[src/rtl/roc_pkg.sv]
// Shared constants, types and helper functions of the round-crop overlay compositor.
package roc_pkg;

   // Panel geometry
   localparam int DIM_BITS      = 10;
   localparam int COL_W         = DIM_BITS;          // column / row counters
   localparam int DIM_W         = DIM_BITS + 1;      // width / height, up to 2^DIM_BITS
   localparam int DY_W          = DIM_W + 1;         // doubled vertical distance
   localparam int SQ_W          = 2 * DY_W;          // squared distances
   localparam int RAD_W         = 2 * DIM_BITS + 1;  // square-root radicand
   localparam int BAND_ROWS_DEF = 8;

   localparam logic [DIM_W-1:0] PANEL_DEF = DIM_W'(480);
   localparam logic [DIM_W-1:0] DIM_MIN   = DIM_W'(2);
   localparam logic [DIM_W-1:0] DIM_MAX   = DIM_W'(1 << DIM_BITS);

   // Configuration register indexes
   localparam int CSR_IDX_W = 2;
   localparam logic [CSR_IDX_W-1:0] REG_WIDTH  = 2'd0;
   localparam logic [CSR_IDX_W-1:0] REG_HEIGHT = 2'd1;
   localparam logic [CSR_IDX_W-1:0] REG_CROP   = 2'd2;

   // Controller to datapath commands
   typedef struct packed {
      logic load;       // latch pixel, normalize position
      logic geom;       // register squared radius and band distance
      logic sqrt_load;  // start root of the chord radicand
      logic sqrt_step;  // one root digit
      logic chord_fin;  // finish window from the root
      logic full_row;   // band misses the circle, window is the whole row
      logic emit;       // write result, advance position
   } cmd_type;

   // Datapath to controller status
   typedef struct packed {
      logic hit;        // window of the current band is known
      logic d_pos;      // chord radicand is positive
      logic sqrt_last;  // this is the final root digit
      logic out_free;   // output register can take a result
   } stat_type;

   // Clamp a raw dimension register into [2, 2^DIM_BITS]
   function automatic logic [DIM_W-1:0] clamp_dim(input logic [DIM_W-1:0] v);
      logic [DIM_W-1:0] r;
      r = v;
      if (v < DIM_MIN) begin
         r = DIM_MIN;
      end else if (v > DIM_MAX) begin
         r = DIM_MAX;
      end
      return r;
   endfunction

   // One channel: (f*a + b*(255-a) + 127) / 255, divide done by shift-add
   function automatic logic [5:0] blend_ch(input logic [5:0] f, input logic [5:0] b,
                                           input logic [7:0] a);
      logic [15:0] y;
      logic [15:0] q;
      y = 16'(f) * 16'(a) + 16'(b) * 16'(8'd255 - a) + 16'd127;
      q = (y + 16'd1 + (y >> 8)) >> 8;
      return q[5:0];
   endfunction

endpackage

[src/rtl/rgb565_overlay_round_crop_unit.sv]
// Top level of the RGB565 overlay compositor with round-panel band crop.
// A transfer goes from LOOK to EMIT when its band window is known; EMIT waits until the
// output register is free. One pixel is in work at a time; with crop on, the first pixel
// of a band also runs the 11-step bit-pair root of the band chord when it meets the circle.
// The result register is separate, so a new pixel is taken while a result waits.
// Reset (synchronous, high): 480x480 panel, crop off, position at column 0 row 0.
module rgb565_overlay_round_crop_unit
   import roc_pkg::*;
#(
   parameter int BAND_ROWS = BAND_ROWS_DEF
) (
   input  logic                 clock,
   input  logic                 reset,
   // background_pixel[15:0], overlay_color[31:16], overlay_alpha[39:32]
   input  logic [39:0]          req_tdata,
   input  logic                 req_tvalid,
   output logic                 req_tready,
   // out_pixel[15:0], column[25:16], row[35:26], window_start[45:36],
   // window_end[56:46], zeros[63:57]
   output logic [63:0]          rsp_tdata,
   output logic                 rsp_tlast,
   output logic                 rsp_tvalid,
   input  logic                 rsp_tready,
   input  logic                 csr_valid,
   output logic                 csr_ready,
   input  logic [CSR_IDX_W-1:0] csr_index,
   input  logic [DIM_W-1:0]     csr_data
);

   cmd_type          cmd;
   stat_type         stat;
   logic [15:0]      out_pixel;
   logic [COL_W-1:0] out_column, out_row, out_window_start;
   logic [DIM_W-1:0] out_window_end;
   logic             out_band_last;

   assign csr_ready = 1'b1;

   roc_ctrl u_ctrl (
      .clock      (clock),
      .reset      (reset),
      .req_tvalid (req_tvalid),
      .req_tready (req_tready),
      .stat       (stat),
      .cmd        (cmd)
   );

   roc_dp #(
      .BAND_ROWS (BAND_ROWS)
   ) u_dp (
      .clock            (clock),
      .reset            (reset),
      .csr_we           (csr_valid && csr_ready),
      .csr_index        (csr_index),
      .csr_data         (csr_data),
      .bg_in            (req_tdata[15:0]),
      .fg_in            (req_tdata[31:16]),
      .alpha_in         (req_tdata[39:32]),
      .cmd              (cmd),
      .stat             (stat),
      .rsp_tready       (rsp_tready),
      .rsp_tvalid       (rsp_tvalid),
      .out_pixel        (out_pixel),
      .out_column       (out_column),
      .out_row          (out_row),
      .out_window_start (out_window_start),
      .out_window_end   (out_window_end),
      .out_band_last    (out_band_last)
   );

   // Pack result fields
   assign rsp_tdata = {7'd0, out_window_end, out_window_start, out_row, out_column, out_pixel};
   assign rsp_tlast = out_band_last;

   // A shown pixel lies inside its own window
   a_in_window: assert property (@(posedge clock) disable iff (reset)
      rsp_tvalid |-> (out_column >= out_window_start) &&
                     ({1'b0, out_column} < out_window_end))
      else $error("result column outside its band window");

   // Window start is always even
   a_start_even: assert property (@(posedge clock) disable iff (reset)
      rsp_tvalid |-> !out_window_start[0])
      else $error("odd window start");

   // One pixel in flight: no transfer right after a transfer
   a_one_item: assert property (@(posedge clock) disable iff (reset)
      (req_tvalid && req_tready) |=> !req_tready)
      else $error("input taken while previous pixel still in work");

endmodule

[src/rtl/roc_dp.sv]
// Datapath: config registers, position counters, chord root unit, blender, output register.
module roc_dp
   import roc_pkg::*;
#(
   parameter int BAND_ROWS = BAND_ROWS_DEF
) (
   input  logic                 clock,
   input  logic                 reset,
   input  logic                 csr_we,
   input  logic [CSR_IDX_W-1:0] csr_index,
   input  logic [DIM_W-1:0]     csr_data,
   input  logic [15:0]          bg_in,
   input  logic [15:0]          fg_in,
   input  logic [7:0]           alpha_in,
   input  cmd_type              cmd,
   output stat_type             stat,
   input  logic                 rsp_tready,
   output logic                 rsp_tvalid,
   output logic [15:0]          out_pixel,
   output logic [COL_W-1:0]     out_column,
   output logic [COL_W-1:0]     out_row,
   output logic [COL_W-1:0]     out_window_start,
   output logic [DIM_W-1:0]     out_window_end,
   output logic                 out_band_last
);

   localparam int OFF_W = (BAND_ROWS > 1) ? $clog2(BAND_ROWS) : 1;
   localparam logic [OFF_W-1:0] OFF_LAST  = OFF_W'(BAND_ROWS - 1);
   localparam logic [DIM_W:0]   BAND_SPAN = (DIM_W + 1)'(BAND_ROWS);
   localparam logic [RAD_W-1:0] BIT_TOP   = RAD_W'(1) << (2 * DIM_BITS);

   // Config registers
   logic [DIM_W-1:0] width_ff, width_in;
   logic [DIM_W-1:0] height_ff, height_in;
   logic             crop_ff, crop_in;

   // Position state
   logic [COL_W-1:0] col_ff, col_in;
   logic [COL_W-1:0] row_ff, row_in;
   logic [COL_W-1:0] base_ff, base_in;
   logic [OFF_W-1:0] off_ff, off_in;

   // Pixel payload
   logic [15:0] bg_ff, fg_ff;
   logic [7:0]  alpha_ff;

   // Chord geometry and root unit
   logic [SQ_W-1:0]  r2sq_ff, dy2sq_ff;
   logic [RAD_W-1:0] rad_ff, rad_in;
   logic [RAD_W-1:0] root_ff, root_in;
   logic [RAD_W-1:0] bit_ff, bit_in;

   // Band window cache
   logic [COL_W-1:0] cstart_ff, cstart_in;
   logic [DIM_W-1:0] cend_ff, cend_in;
   logic             cvalid_ff, cvalid_in;
   logic [COL_W-1:0] cbase_ff, cbase_in;

   // Output register
   logic             ovalid_ff, ovalid_in;
   logic [15:0]      pix_ff;
   logic [COL_W-1:0] ocol_ff, orow_ff, ows_ff;
   logic [DIM_W-1:0] owe_ff;
   logic             olast_ff;

   logic [DIM_W-1:0] w, h;
   assign w = clamp_dim(width_ff);
   assign h = clamp_dim(height_ff);

   // Config writes; any write drops the cached band window
   always_comb begin
      width_in  = width_ff;
      height_in = height_ff;
      crop_in   = crop_ff;
      if (csr_we) begin
         unique case (csr_index)
            REG_WIDTH:  width_in  = csr_data;
            REG_HEIGHT: height_in = csr_data;
            REG_CROP:   crop_in   = csr_data[0];
            default:    ;
         endcase
      end
   end

   // Position normalization at transfer (panel may have shrunk)
   logic [COL_W-1:0] ncol;
   logic [DIM_W-1:0] nrow, nbase;
   logic [OFF_W-1:0] noff;
   always_comb begin
      ncol  = col_ff;
      nrow  = {1'b0, row_ff};
      nbase = {1'b0, base_ff};
      noff  = off_ff;
      if ({1'b0, col_ff} >= w) begin
         ncol = '0;
         nrow = {1'b0, row_ff} + 1'b1;
         if (off_ff == OFF_LAST) begin
            noff  = '0;
            nbase = nrow;
         end else begin
            noff = off_ff + 1'b1;
         end
      end
      if (nrow >= h) begin
         nrow  = '0;
         nbase = '0;
         noff  = '0;
      end
   end

   // Position advance after a pixel
   logic [DIM_W-1:0] acol, arow, abase;
   logic [OFF_W-1:0] aoff;
   always_comb begin
      acol  = {1'b0, col_ff} + 1'b1;
      arow  = {1'b0, row_ff};
      abase = {1'b0, base_ff};
      aoff  = off_ff;
      if (acol >= w) begin
         acol = '0;
         arow = {1'b0, row_ff} + 1'b1;
         if (arow >= h) begin
            arow  = '0;
            abase = '0;
            aoff  = '0;
         end else if (off_ff == OFF_LAST) begin
            aoff  = '0;
            abase = arow;
         end else begin
            aoff = off_ff + 1'b1;
         end
      end
   end

   always_comb begin
      col_in  = col_ff;
      row_in  = row_ff;
      base_in = base_ff;
      off_in  = off_ff;
      if (cmd.load) begin
         col_in  = ncol;
         row_in  = nrow[COL_W-1:0];
         base_in = nbase[COL_W-1:0];
         off_in  = noff;
      end else if (cmd.emit) begin
         col_in  = acol[COL_W-1:0];
         row_in  = arow[COL_W-1:0];
         base_in = abase[COL_W-1:0];
         off_in  = aoff;
      end
   end

   // Band geometry in doubled coordinates
   logic [DIM_W:0]   ysum;
   logic [DIM_W:0]   yend;
   logic [COL_W-1:0] y1;
   logic [DIM_W-1:0] cx2, cy2, r2;
   logic [DY_W-1:0]  two_y0, two_y1, dy2;
   always_comb begin
      ysum   = {1'b0, 1'b0, base_ff} + BAND_SPAN;
      yend   = (ysum < {1'b0, h}) ? ysum : {1'b0, h};
      y1     = COL_W'(yend - 1'b1);
      cx2    = w - 1'b1;
      cy2    = h - 1'b1;
      r2     = (w < h) ? w : h;
      two_y0 = {1'b0, base_ff, 1'b0};
      two_y1 = {1'b0, y1, 1'b0};
      if ({1'b0, cy2} < two_y0) begin
         dy2 = two_y0 - {1'b0, cy2};
      end else if ({1'b0, cy2} > two_y1) begin
         dy2 = {1'b0, cy2} - two_y1;
      end else begin
         dy2 = '0;
      end
   end

   // Radicand r^2 - dy^2, signed
   logic signed [SQ_W:0] dval;
   assign dval = $signed({1'b0, r2sq_ff}) - $signed({1'b0, dy2sq_ff});

   // Root unit: one bit pair per step
   logic [RAD_W:0] trial;
   always_comb begin
      trial   = {1'b0, root_ff} + {1'b0, bit_ff};
      rad_in  = rad_ff;
      root_in = root_ff;
      bit_in  = bit_ff;
      if (cmd.sqrt_load) begin
         rad_in  = dval[RAD_W-1:0];
         root_in = '0;
         bit_in  = BIT_TOP;
      end else if (cmd.sqrt_step) begin
         if ({1'b0, rad_ff} >= trial) begin
            rad_in  = rad_ff - trial[RAD_W-1:0];
            root_in = (root_ff >> 1) + bit_ff;
         end else begin
            root_in = root_ff >> 1;
         end
         bit_in = bit_ff >> 2;
      end
   end

   // Chord window from the root: start even, end rounded up to even, then clamped to the width
   logic [DIM_W-1:0]        q;
   logic [DIM_W:0]          cceil;
   logic signed [DIM_W+1:0] t;
   logic [COL_W-1:0]        x0;
   logic [DIM_W:0]          x1a, x1b;
   logic [DIM_W-1:0]        x1;
   always_comb begin
      q     = root_ff[DIM_W-1:0];
      cceil = {1'b0, q} + {{DIM_W{1'b0}}, (rad_ff != '0)};
      t     = $signed({2'b00, cx2}) - $signed({1'b0, cceil});
      x0    = (t > 0) ? COL_W'(t >>> 1) : '0;
      x0[0] = 1'b0;
      x1a   = (({1'b0, cx2} + {1'b0, q}) >> 1) + 1'b1;
      if (x1a > {1'b0, w}) begin
         x1a = {1'b0, w};
      end
      x1b = x1a[0] ? x1a + 1'b1 : x1a;
      x1  = (x1b > {1'b0, w}) ? w : x1b[DIM_W-1:0];
   end

   always_comb begin
      cstart_in = cstart_ff;
      cend_in   = cend_ff;
      cvalid_in = cvalid_ff;
      cbase_in  = cbase_ff;
      if (csr_we) begin
         cvalid_in = 1'b0;
      end else if (cmd.chord_fin) begin
         cstart_in = x0;
         cend_in   = x1;
         cvalid_in = 1'b1;
         cbase_in  = base_ff;
      end else if (cmd.full_row) begin
         cstart_in = '0;
         cend_in   = w;
         cvalid_in = 1'b1;
         cbase_in  = base_ff;
      end
   end

   // Window test and result fields
   logic [COL_W-1:0] ws;
   logic [DIM_W-1:0] we;
   logic             in_win, is_last;
   logic [15:0]      blended;
   logic [5:0]       ch_r, ch_g, ch_b;
   always_comb begin
      ws      = crop_ff ? cstart_ff : '0;
      we      = crop_ff ? cend_ff : w;
      in_win  = (col_ff >= ws) && ({1'b0, col_ff} < we);
      is_last = ({1'b0, col_ff} == we - 1'b1) && (row_ff == y1);
      ch_r    = blend_ch({1'b0, fg_ff[15:11]}, {1'b0, bg_ff[15:11]}, alpha_ff);
      ch_g    = blend_ch(fg_ff[10:5], bg_ff[10:5], alpha_ff);
      ch_b    = blend_ch({1'b0, fg_ff[4:0]}, {1'b0, bg_ff[4:0]}, alpha_ff);
      blended = {ch_r[4:0], ch_g, ch_b[4:0]};
   end

   // Output register valid
   always_comb begin
      ovalid_in = ovalid_ff;
      if (cmd.emit && in_win) begin
         ovalid_in = 1'b1;
      end else if (rsp_tready) begin
         ovalid_in = 1'b0;
      end
   end

   // Status
   always_comb begin
      stat.hit       = !crop_ff || (cvalid_ff && (cbase_ff == base_ff));
      stat.d_pos     = !dval[SQ_W] && (dval != '0);
      stat.sqrt_last = bit_ff[0];
      stat.out_free  = !ovalid_ff || rsp_tready;
   end

   // Control registers
   always_ff @(posedge clock) begin
      if (reset) begin
         width_ff  <= PANEL_DEF;
         height_ff <= PANEL_DEF;
         crop_ff   <= 1'b0;
         col_ff    <= '0;
         row_ff    <= '0;
         base_ff   <= '0;
         off_ff    <= '0;
         cstart_ff <= '0;
         cend_ff   <= '0;
         cvalid_ff <= 1'b0;
         cbase_ff  <= '0;
         ovalid_ff <= 1'b0;
      end else begin
         width_ff  <= width_in;
         height_ff <= height_in;
         crop_ff   <= crop_in;
         col_ff    <= col_in;
         row_ff    <= row_in;
         base_ff   <= base_in;
         off_ff    <= off_in;
         cstart_ff <= cstart_in;
         cend_ff   <= cend_in;
         cvalid_ff <= cvalid_in;
         cbase_ff  <= cbase_in;
         ovalid_ff <= ovalid_in;
      end
   end

   // Payload registers
   always_ff @(posedge clock) begin
      if (cmd.load) begin
         bg_ff    <= bg_in;
         fg_ff    <= fg_in;
         alpha_ff <= alpha_in;
      end
      if (cmd.geom) begin
         r2sq_ff  <= SQ_W'(r2) * SQ_W'(r2);
         dy2sq_ff <= SQ_W'(dy2) * SQ_W'(dy2);
      end
      rad_ff  <= rad_in;
      root_ff <= root_in;
      bit_ff  <= bit_in;
      if (cmd.emit && in_win) begin
         pix_ff   <= blended;
         ocol_ff  <= col_ff;
         orow_ff  <= row_ff;
         ows_ff   <= ws;
         owe_ff   <= we;
         olast_ff <= is_last;
      end
   end

   assign rsp_tvalid       = ovalid_ff;
   assign out_pixel        = pix_ff;
   assign out_column       = ocol_ff;
   assign out_row          = orow_ff;
   assign out_window_start = ows_ff;
   assign out_window_end   = owe_ff;
   assign out_band_last    = olast_ff;

endmodule

[src/rtl/roc_ctrl.sv]
// Controller: sequences transfer, band window lookup, chord root and result write.
module roc_ctrl
   import roc_pkg::*;
(
   input  logic     clock,
   input  logic     reset,
   input  logic     req_tvalid,
   output logic     req_tready,
   input  stat_type stat,
   output cmd_type  cmd
);

   localparam logic [2:0] ST_IDLE = 3'd0;
   localparam logic [2:0] ST_LOOK = 3'd1;
   localparam logic [2:0] ST_DIFF = 3'd2;
   localparam logic [2:0] ST_SQRT = 3'd3;
   localparam logic [2:0] ST_FIN  = 3'd4;
   localparam logic [2:0] ST_EMIT = 3'd5;

   logic [2:0] state_ff, state_in;

   // Next state and commands
   always_comb begin
      state_in = state_ff;
      cmd      = '0;
      unique case (state_ff)
         ST_IDLE: begin
            if (req_tvalid) begin
               cmd.load = 1'b1;
               state_in = ST_LOOK;
            end
         end
         ST_LOOK: begin
            if (stat.hit) begin
               state_in = ST_EMIT;
            end else begin
               cmd.geom = 1'b1;
               state_in = ST_DIFF;
            end
         end
         ST_DIFF: begin
            if (stat.d_pos) begin
               cmd.sqrt_load = 1'b1;
               state_in      = ST_SQRT;
            end else begin
               cmd.full_row = 1'b1;
               state_in     = ST_EMIT;
            end
         end
         ST_SQRT: begin
            cmd.sqrt_step = 1'b1;
            if (stat.sqrt_last) begin
               state_in = ST_FIN;
            end
         end
         ST_FIN: begin
            cmd.chord_fin = 1'b1;
            state_in      = ST_EMIT;
         end
         ST_EMIT: begin
            if (stat.out_free) begin
               cmd.emit = 1'b1;
               state_in = ST_IDLE;
            end
         end
         default: state_in = ST_IDLE;
      endcase
   end

   always_ff @(posedge clock) begin
      if (reset) begin
         state_ff <= ST_IDLE;
      end else begin
         state_ff <= state_in;
      end
   end

   assign req_tready = (state_ff == ST_IDLE);

endmodule
[config.mk]
export PLATFORM = sky130hd
export DESIGN_NAME = rgb565_overlay_round_crop_unit
export DESIGN_NICKNAME = d
export VERILOG_FILES = /design/src/rtl/roc_pkg.sv /design/src/rtl/rgb565_overlay_round_crop_unit.sv /design/src/rtl/roc_dp.sv /design/src/rtl/roc_ctrl.sv
export SDC_FILE = /design/constraint.sdc
export NUM_CORES = 2
export LEC_CHECK = 0
export BUFFER_PORTS_ARGS = -buffer_cell sky130_fd_sc_hd__buf_2
export CAP_MARGIN = 5
export CORE_ASPECT_RATIO = 1.5
export CORE_MARGIN = 2
export CORE_UTILIZATION = 55
export CTS_BUF_LIST = sky130_fd_sc_hd__clkbuf_16
export DETAILED_ROUTE_END_ITERATION = 6
export PLACE_DENSITY = 0.71
export SYNTH_ARGS = -nofsm -noshare
export SYNTH_HDL_FRONTEND = slang
export SYNTH_SLANG_ARGS = --single-unit
[constraint.sdc]
create_clock -name clock -period 16.45 [get_ports clock]
set_input_delay 2.4675 -clock clock [delete_from_list [all_inputs] [get_ports clock]]
set_output_delay 2.4675 -clock clock [all_outputs]
set_load 0.02 [all_outputs]
# Yosys cells after proc, flatten, opt, wreduce, memory -nomap -nowiden
# Index checks and enable logic that the tools add are counted.
[word_totals]
register_bits = 289
word_cells = 202
[op_classes]
reduce_logical = 30
n_mul = 8
order_cmp = 18
add_sub_neg = 32
n_mux = 70
eq_ne = 16
n_bitwise = 1
[op_table]
columns = ["cell", "count"]
rows = [
  ["$mux 10", 23],
  ["$mux 11", 10],
  ["$mux 21", 4],
  ["$add 16x7->16 const B", 3],
  ["$mux 12", 4],
  ["$mux 3", 12],
  ["$ge 11x11->1", 3],
  ["$lt 11x11->1", 3],
  ["$sub 11x1->11 const B", 3],
  ["$add 13x16->16", 2],
  ["$mul 5x16->16", 2],
  ["$add 13x1->13 const B", 2],
  ["$add 13x8->13", 2],
  ["$mul 5x8->13", 2],
  ["$reduce_bool 25->1", 1],
  ["$sub 22x24->25", 1],
  ["$gt 12x11->1", 2],
  ["$mul 12x12->24", 1],
  ["$sub 11x11->12", 2],
  ["$add 10x1->11 const B", 2],
  ["$add 21x21->22", 1],
  ["$ge 21x22->1", 1],
  ["$gt 11x11->1 const B", 2],
  ["$lt 11x2->1 const B", 2],
  ["45 further kinds", 85],
]

# Depth between registers and ports, before layout
[depth]
word_depth = 13
ltp_mapped = 51
ltp_nobuf = 49

# Cells and area by module
# A second synthesis with hierarchy kept.
[unflattened]
cells_unflattened = 4121
area_unflattened_um2 = 36927.9
[by_module_without_submodules]
columns = ["module", "cells_each", "instances", "area_per_inst_um2"]
rows = [
  ["roc_dp", 4080, 1, 36588.8],
  ["roc_ctrl", 31, 1, 271.5],
  ["rgb565_overlay_round_crop_unit", 10, 1, 67.6],
]

# Worst setup path before layout
# No wires, ideal clock.
[synth_timing]
kind = "register -> register"
from = "register u_dp.height_ff[3]"
to = "register u_dp.dy2sq_ff[22], data pin"
t_required_ns = 16.184
t_arrival_ns = 10.606
path_stages_with_launch = 46
path_slack_ns = 5.578
n_path_buf = 3
period_less_slack_ns = 10.872
cell_sequence = "dfxtp_1 clkbuf_1 nor4_4 nand3_1 o21ai_1 and2_1 clkbuf_1 inv_1 ha_1 a21o_1 a21o_1 a21oi_1 o21a_1 o21ai_2 buf_4 a21oi_1 ha_1 nand3b_1 [... 10 more ...] clkinv_1 or2_2 fa_1 inv_1 fa_1 fa_1 fa_1 inv_1 fa_1 inv_1 ha_1 and3_1 a21oi_1 o21ai_0 o41a_1 a41o_1 o41ai_1 xnor2_1"
[synth_via]
elab_chain_cells = 10
word_cells_on_any_way = 15
classes_between = "add/sub (4); mul (1); order compare (5); mux (5)"
[synth_lines]
columns = ["element", "line", "source"]
rows = [
  ["start, declared", "roc_dp.sv:34", "logic [DIM_W-1:0] height_ff, height_in;"],
  ["start signal, assigned", "roc_dp.sv:296", "height_ff <= height_in;"],
  ["$gt 11x11->1", "roc_pkg.sv:48", "end else if (v > DIM_MAX) begin"],
  ["$mux 11", "roc_pkg.sv:48", ""],
  ["$mux 11 (*)", "roc_pkg.sv:46", "if (v < DIM_MIN) begin"],
  ["$lt 11x11->1", "roc_dp.sv:161", "yend = (ysum < {1'b0, h}) ? ysum : {1'b0, h};"],
  ["$mux 10", "roc_dp.sv:161", ""],
  ["$sub 10x1->10", "roc_dp.sv:162", "y1 = COL_W'(yend - 1'b1);"],
  ["$sub 11x11->12 or $gt 11x11->1 (tied branches)", "roc_dp.sv:171, roc_dp.sv:170", ""],
  ["$mux 12", "roc_dp.sv:170", "end else if ({1'b0, cy2} > two_y1) begin"],
  ["$mux 12 (*)", "roc_dp.sv:168", "if ({1'b0, cy2} < two_y0) begin"],
  ["$mul 12x12->24 (*)", "roc_dp.sv:319", "dy2sq_ff <= SQ_W'(dy2) * SQ_W'(dy2);"],
  ["end signal, assigned", "roc_dp.sv:319", ""],
  ["end, declared", "roc_dp.sv:48", "logic [SQ_W-1:0] r2sq_ff, dy2sq_ff;"],
]
# Mark *: on every way between the ends. The rest lies on a longest branch, timed or not.
# A chain may end at the register's enable or synchronous reset.

# Worst setup path in the final report
[layout_timing]
from = "register u_dp.height_ff[7]"
to = "register u_dp.dy2sq_ff[22], data pin"
# The elaborated chain is that of the path after synthesis.

==> flow_summary.toml <==
[floorplanning]
die_h_um = 322
core-area_um2 = 66600
rows = 116
die_w_um = 216
num_io_pins = 126
dieArea_um2 = 69300
initial_utilization_pct = 55.5

[yosys]
synth_top_area_cell = "fa_1"
netlist_instances = 4135
synthArstFlopShare_pct = 0
ys_seq_area_share_pct = 19.8
avgSynthCellArea_um2 = 8.94
synth_edf_count = 162
ys_types = 121
yosys_warnings = 0
ys_ff_latch = 285
synthTopCellsByArea = "fa_1 (19%), ha_1 (16%), edfxtp_1 (13%)"
synth_top_area_share_pct = 18.5
ys.flop_type = "edfxtp_1"
synth_area_um2 = 37000

[setup_path]
crit_top_cell = "ha_1"
slowest_delay_ns = 0.56
worst_setup_path_start_kind = "register"
worstSetupPathType = "register to register"
slowest_stage = "nor4_1"
crit_fanout = 16
cp.arrival_ns = 13.02
end_kind = "register"
critPathRequiredTime_ns = 16.73

[timing]
fin_setup_tns_ns = 0
hold_viol = 0
slew_headroom_pct = 25.4
tightestPinTransition_ns = 1.12
finalSetupViolCount = 0
fmax_ghz = 0.0785
clock_skew_ns = 0.0399
finalCriticalPeriod_ns = 12.74
grt_setup_unrepaired = "false"
min_period_over_period_pct = 77.5
worst_slack_ns = 3.71
slew_viol_final = 0

[layout]
regArea_um2 = 7330
area_delta_synth_final_pct = 6.66
drive_above_1_share_pct = 7.22
nets = 5072
diodes = 0
nFillCells = 6029
multi_input_area_um2 = 26800

[clock_tree]
clkLatencyLatePin_ns = 0.57
cts-htree-levels = 2
postCtsHoldBufs = 0
clock_sinks = 285
numCtsBuffers = 34
ctsResizeCount = 0
cts_tree = "yes"
postCtsSetupBuffers = 0
cts_root_buf = "clkbuf_16"
clk_pin_slew_worst_paths_ns = 0.06
clk_path_buf_depth = 3

[power_and_ir_drop]
p_sw_w = 0.00389
p_int_w = 0.00417
swShare_pct = 48.2
power_frac_seq_pct = 13.3
leakage_nw = 18.5
max-vdd-ir-drop_mv = 0.225
power_density_nw_per_um2 = 204
clock_power_share_pct = 9.7
p_comb_share_pct = 77.0

[flow_run]
maxCapViolations = 0

[outcome]
status = "finished clean"

[global_route]
grt-ovfl-total = 0
grt_pass1_wl_um = 147000
antenna_found_initial = 1
grt_max_degree = 74
grt_pass1_vias = 29700
track_usage_pct = 26.3

[drt]
ant_nets = 0
vias = 28800
first_iter_violations = 1463
drt_first_pass_iters = 5
drcViolationCount = 0
vias_per_cell = 5.64
routedWlPerCell_um = 17.6
wl_um = 90100

[placed_design]
hpwlAfterDp_um = 72400
gp_congestion = 0.979
dpl_worst_slack_ns = 3.79
io_buffers = 116

[min_path]
hold_path_class = "register to register"
-- synth_stat cells (8+ instances only) --
library cell,number
o21a_1,49
nand3_1,72
inv_1,583
nand2b_1,107
o211ai_1,10
o22ai_1,9
buf_2,10
a211oi_1,25
o21ai_0,116
nor3_1,62
o31ai_1,13
nand2_1,381
a31oi_1,29
a22oi_1,9
mux2i_1,24
edfxtp_1,162
and3_1,24
ha_1,471
o21bai_1,36
nand4_1,29
a21oi_1,223
xor2_1,85
dfxtp_1,123
xnor2_1,193
a32o_1,11
nor4_1,20
a21boi_0,16
nor2_1,271
clkbuf_1,94
buf_1,10
a31o_2,11
nand3b_1,10
and2_1,72
fa_1,342
buf_4,11
clkbuf_8,8
or2_2,24
or3_1,17
a21o_1,84
nor2b_1,107
-- per-layer routing --
metal | global-route usage (%) | wire length (um) | vias to the layer above
li1 | - | - | 13900
met1 | 28.9 | 34100 | 14000
met2 | 49.6 | 47500 | 657
met3 | 2.54 | 3460 | 243
met4 | 14.1 | 5080 | 0
met5 | 0 | 0 | -
-- worst max-delay path, delay by kind of cell (launching register included) --
| family | cells | cell delay, ns |
|---|---|---|
| buffers and inverters | 3 | 0.43 |
| AND/OR/NAND/NOR | 9 | 2.28 |
| flip-flops | 1 | 0.35 |
| AO/OA/AOI/OAI | 21 | 5.51 |
| XOR/XNOR | 2 | 0.24 |
| adder cells (fa/ha/maj) | 10 | 3.64 |
-- state kept, by name, indices dropped and copies added, names as in the netlist, 16 cells and up --
register,cells
u_dp.out_pixel,16
u_dp.bg_ff,16
u_dp.r2sq_ff,21
u_dp.dy2sq_ff,23
u_dp.root_ff,21
u_dp.rad_ff,21
u_dp.fg_ff,16
-- per-stage QoR --
| step | utilization [%] | hold WS [ns] | power, W | cells | instance area, um^2 |
|---|---|---|---|---|---|
| final | 59.2 | 0.454 | 0.00806 | 5111 | 39400 |
| after global routing | 59.2 | 0.483 | 0.00905 | 5111 | 39400 |
| after CTS | 59.2 | 0.454 | 0.00816 | 5111 | 39400 |
| after detailed placement | 57.5 | 0.445 | 0.00731 | 5050 | 38300 |
| after global placement | 57.5 | 0.441 | 0.00720 | 5050 | 38300 |
| after floorplan | - | 0.406 | 0.00607 | 4156 | 37000 |
-- power groups by stage --
stage                     sequential, W  clock [W]  combinational [W]
after floorplan                 0.00108          0            0.00499
after global placement          0.00108          0            0.00612
after detailed placement        0.00108          0            0.00622
after CTS                       0.00107   0.000799            0.00629
after global routing            0.00108   0.000819            0.00715
final                           0.00107   0.000781            0.00621
-- cells by family after synthesis --
| family | after synthesis | share of synthesized area (%) |
|---|---|---|
| AO/OA/AOI/OAI | 743 | 13.4 |
| XOR/XNOR | 281 | 6.72 |
| adder cells (fa/ha/maj) | 814 | 34.5 |
| buffers and inverters | 727 | 7.85 |
| flip-flops | 285 | 19.8 |
| multiplexers | 27 | 0.741 |
| other | 2 | 0.0203 |
| AND/OR/NAND/NOR | 1256 | 16.9 |
-- cell usage in the layout (no fill, tap or decap), types with 31 or more instances in the layout --
cell type,instances
nor2_1,271
buf_4,31
inv_1,586
a21oi_1,223
nor2b_1,107
dfxtp_1,123
a21o_1,84
xnor2_1,193
nand2b_1,107
o21bai_1,35
clkbuf_16,35
o21a_1,49
buf_2,116
ha_1,471
fa_1,342
xor2_1,85
and2_1,72
nand2_1,381
o21ai_0,116
nor3_1,61
nand3_1,72
edfxtp_1,162
-- final timing paths --
check	to	startpoint	cells past startpoint	slack [ns]
hold reg to reg	u_dp.cstart_ff[1]$_SDFFE_PP0P_	u_dp.cstart_ff[1]$_SDFFE_PP0P_	2	0.45
hold / removal	u_dp.cstart_ff[1]$_SDFFE_PP0P_	u_dp.cstart_ff[1]$_SDFFE_PP0P_	2	0.45
setup reg to reg	u_dp.dy2sq_ff[22]$_DFFE_PP_	u_dp.height_ff[7]$_SDFFE_PP1P_	45	3.71
setup / recovery	u_dp.dy2sq_ff[22]$_DFFE_PP_	u_dp.height_ff[7]$_SDFFE_PP1P_	45	3.71
-- layout make-up --
class                           instances  area share [%]
Multi-Input combinational cell       3144            68.1
Sequential cell                       285            18.6
Inverter                              589            5.61
Tap cell                              885            2.81
Clock buffer                           35            2.22
Timing Repair Buffer                  147            2.06
Clock inverter                         26           0.654
Power figures use the tool's default switching activity.
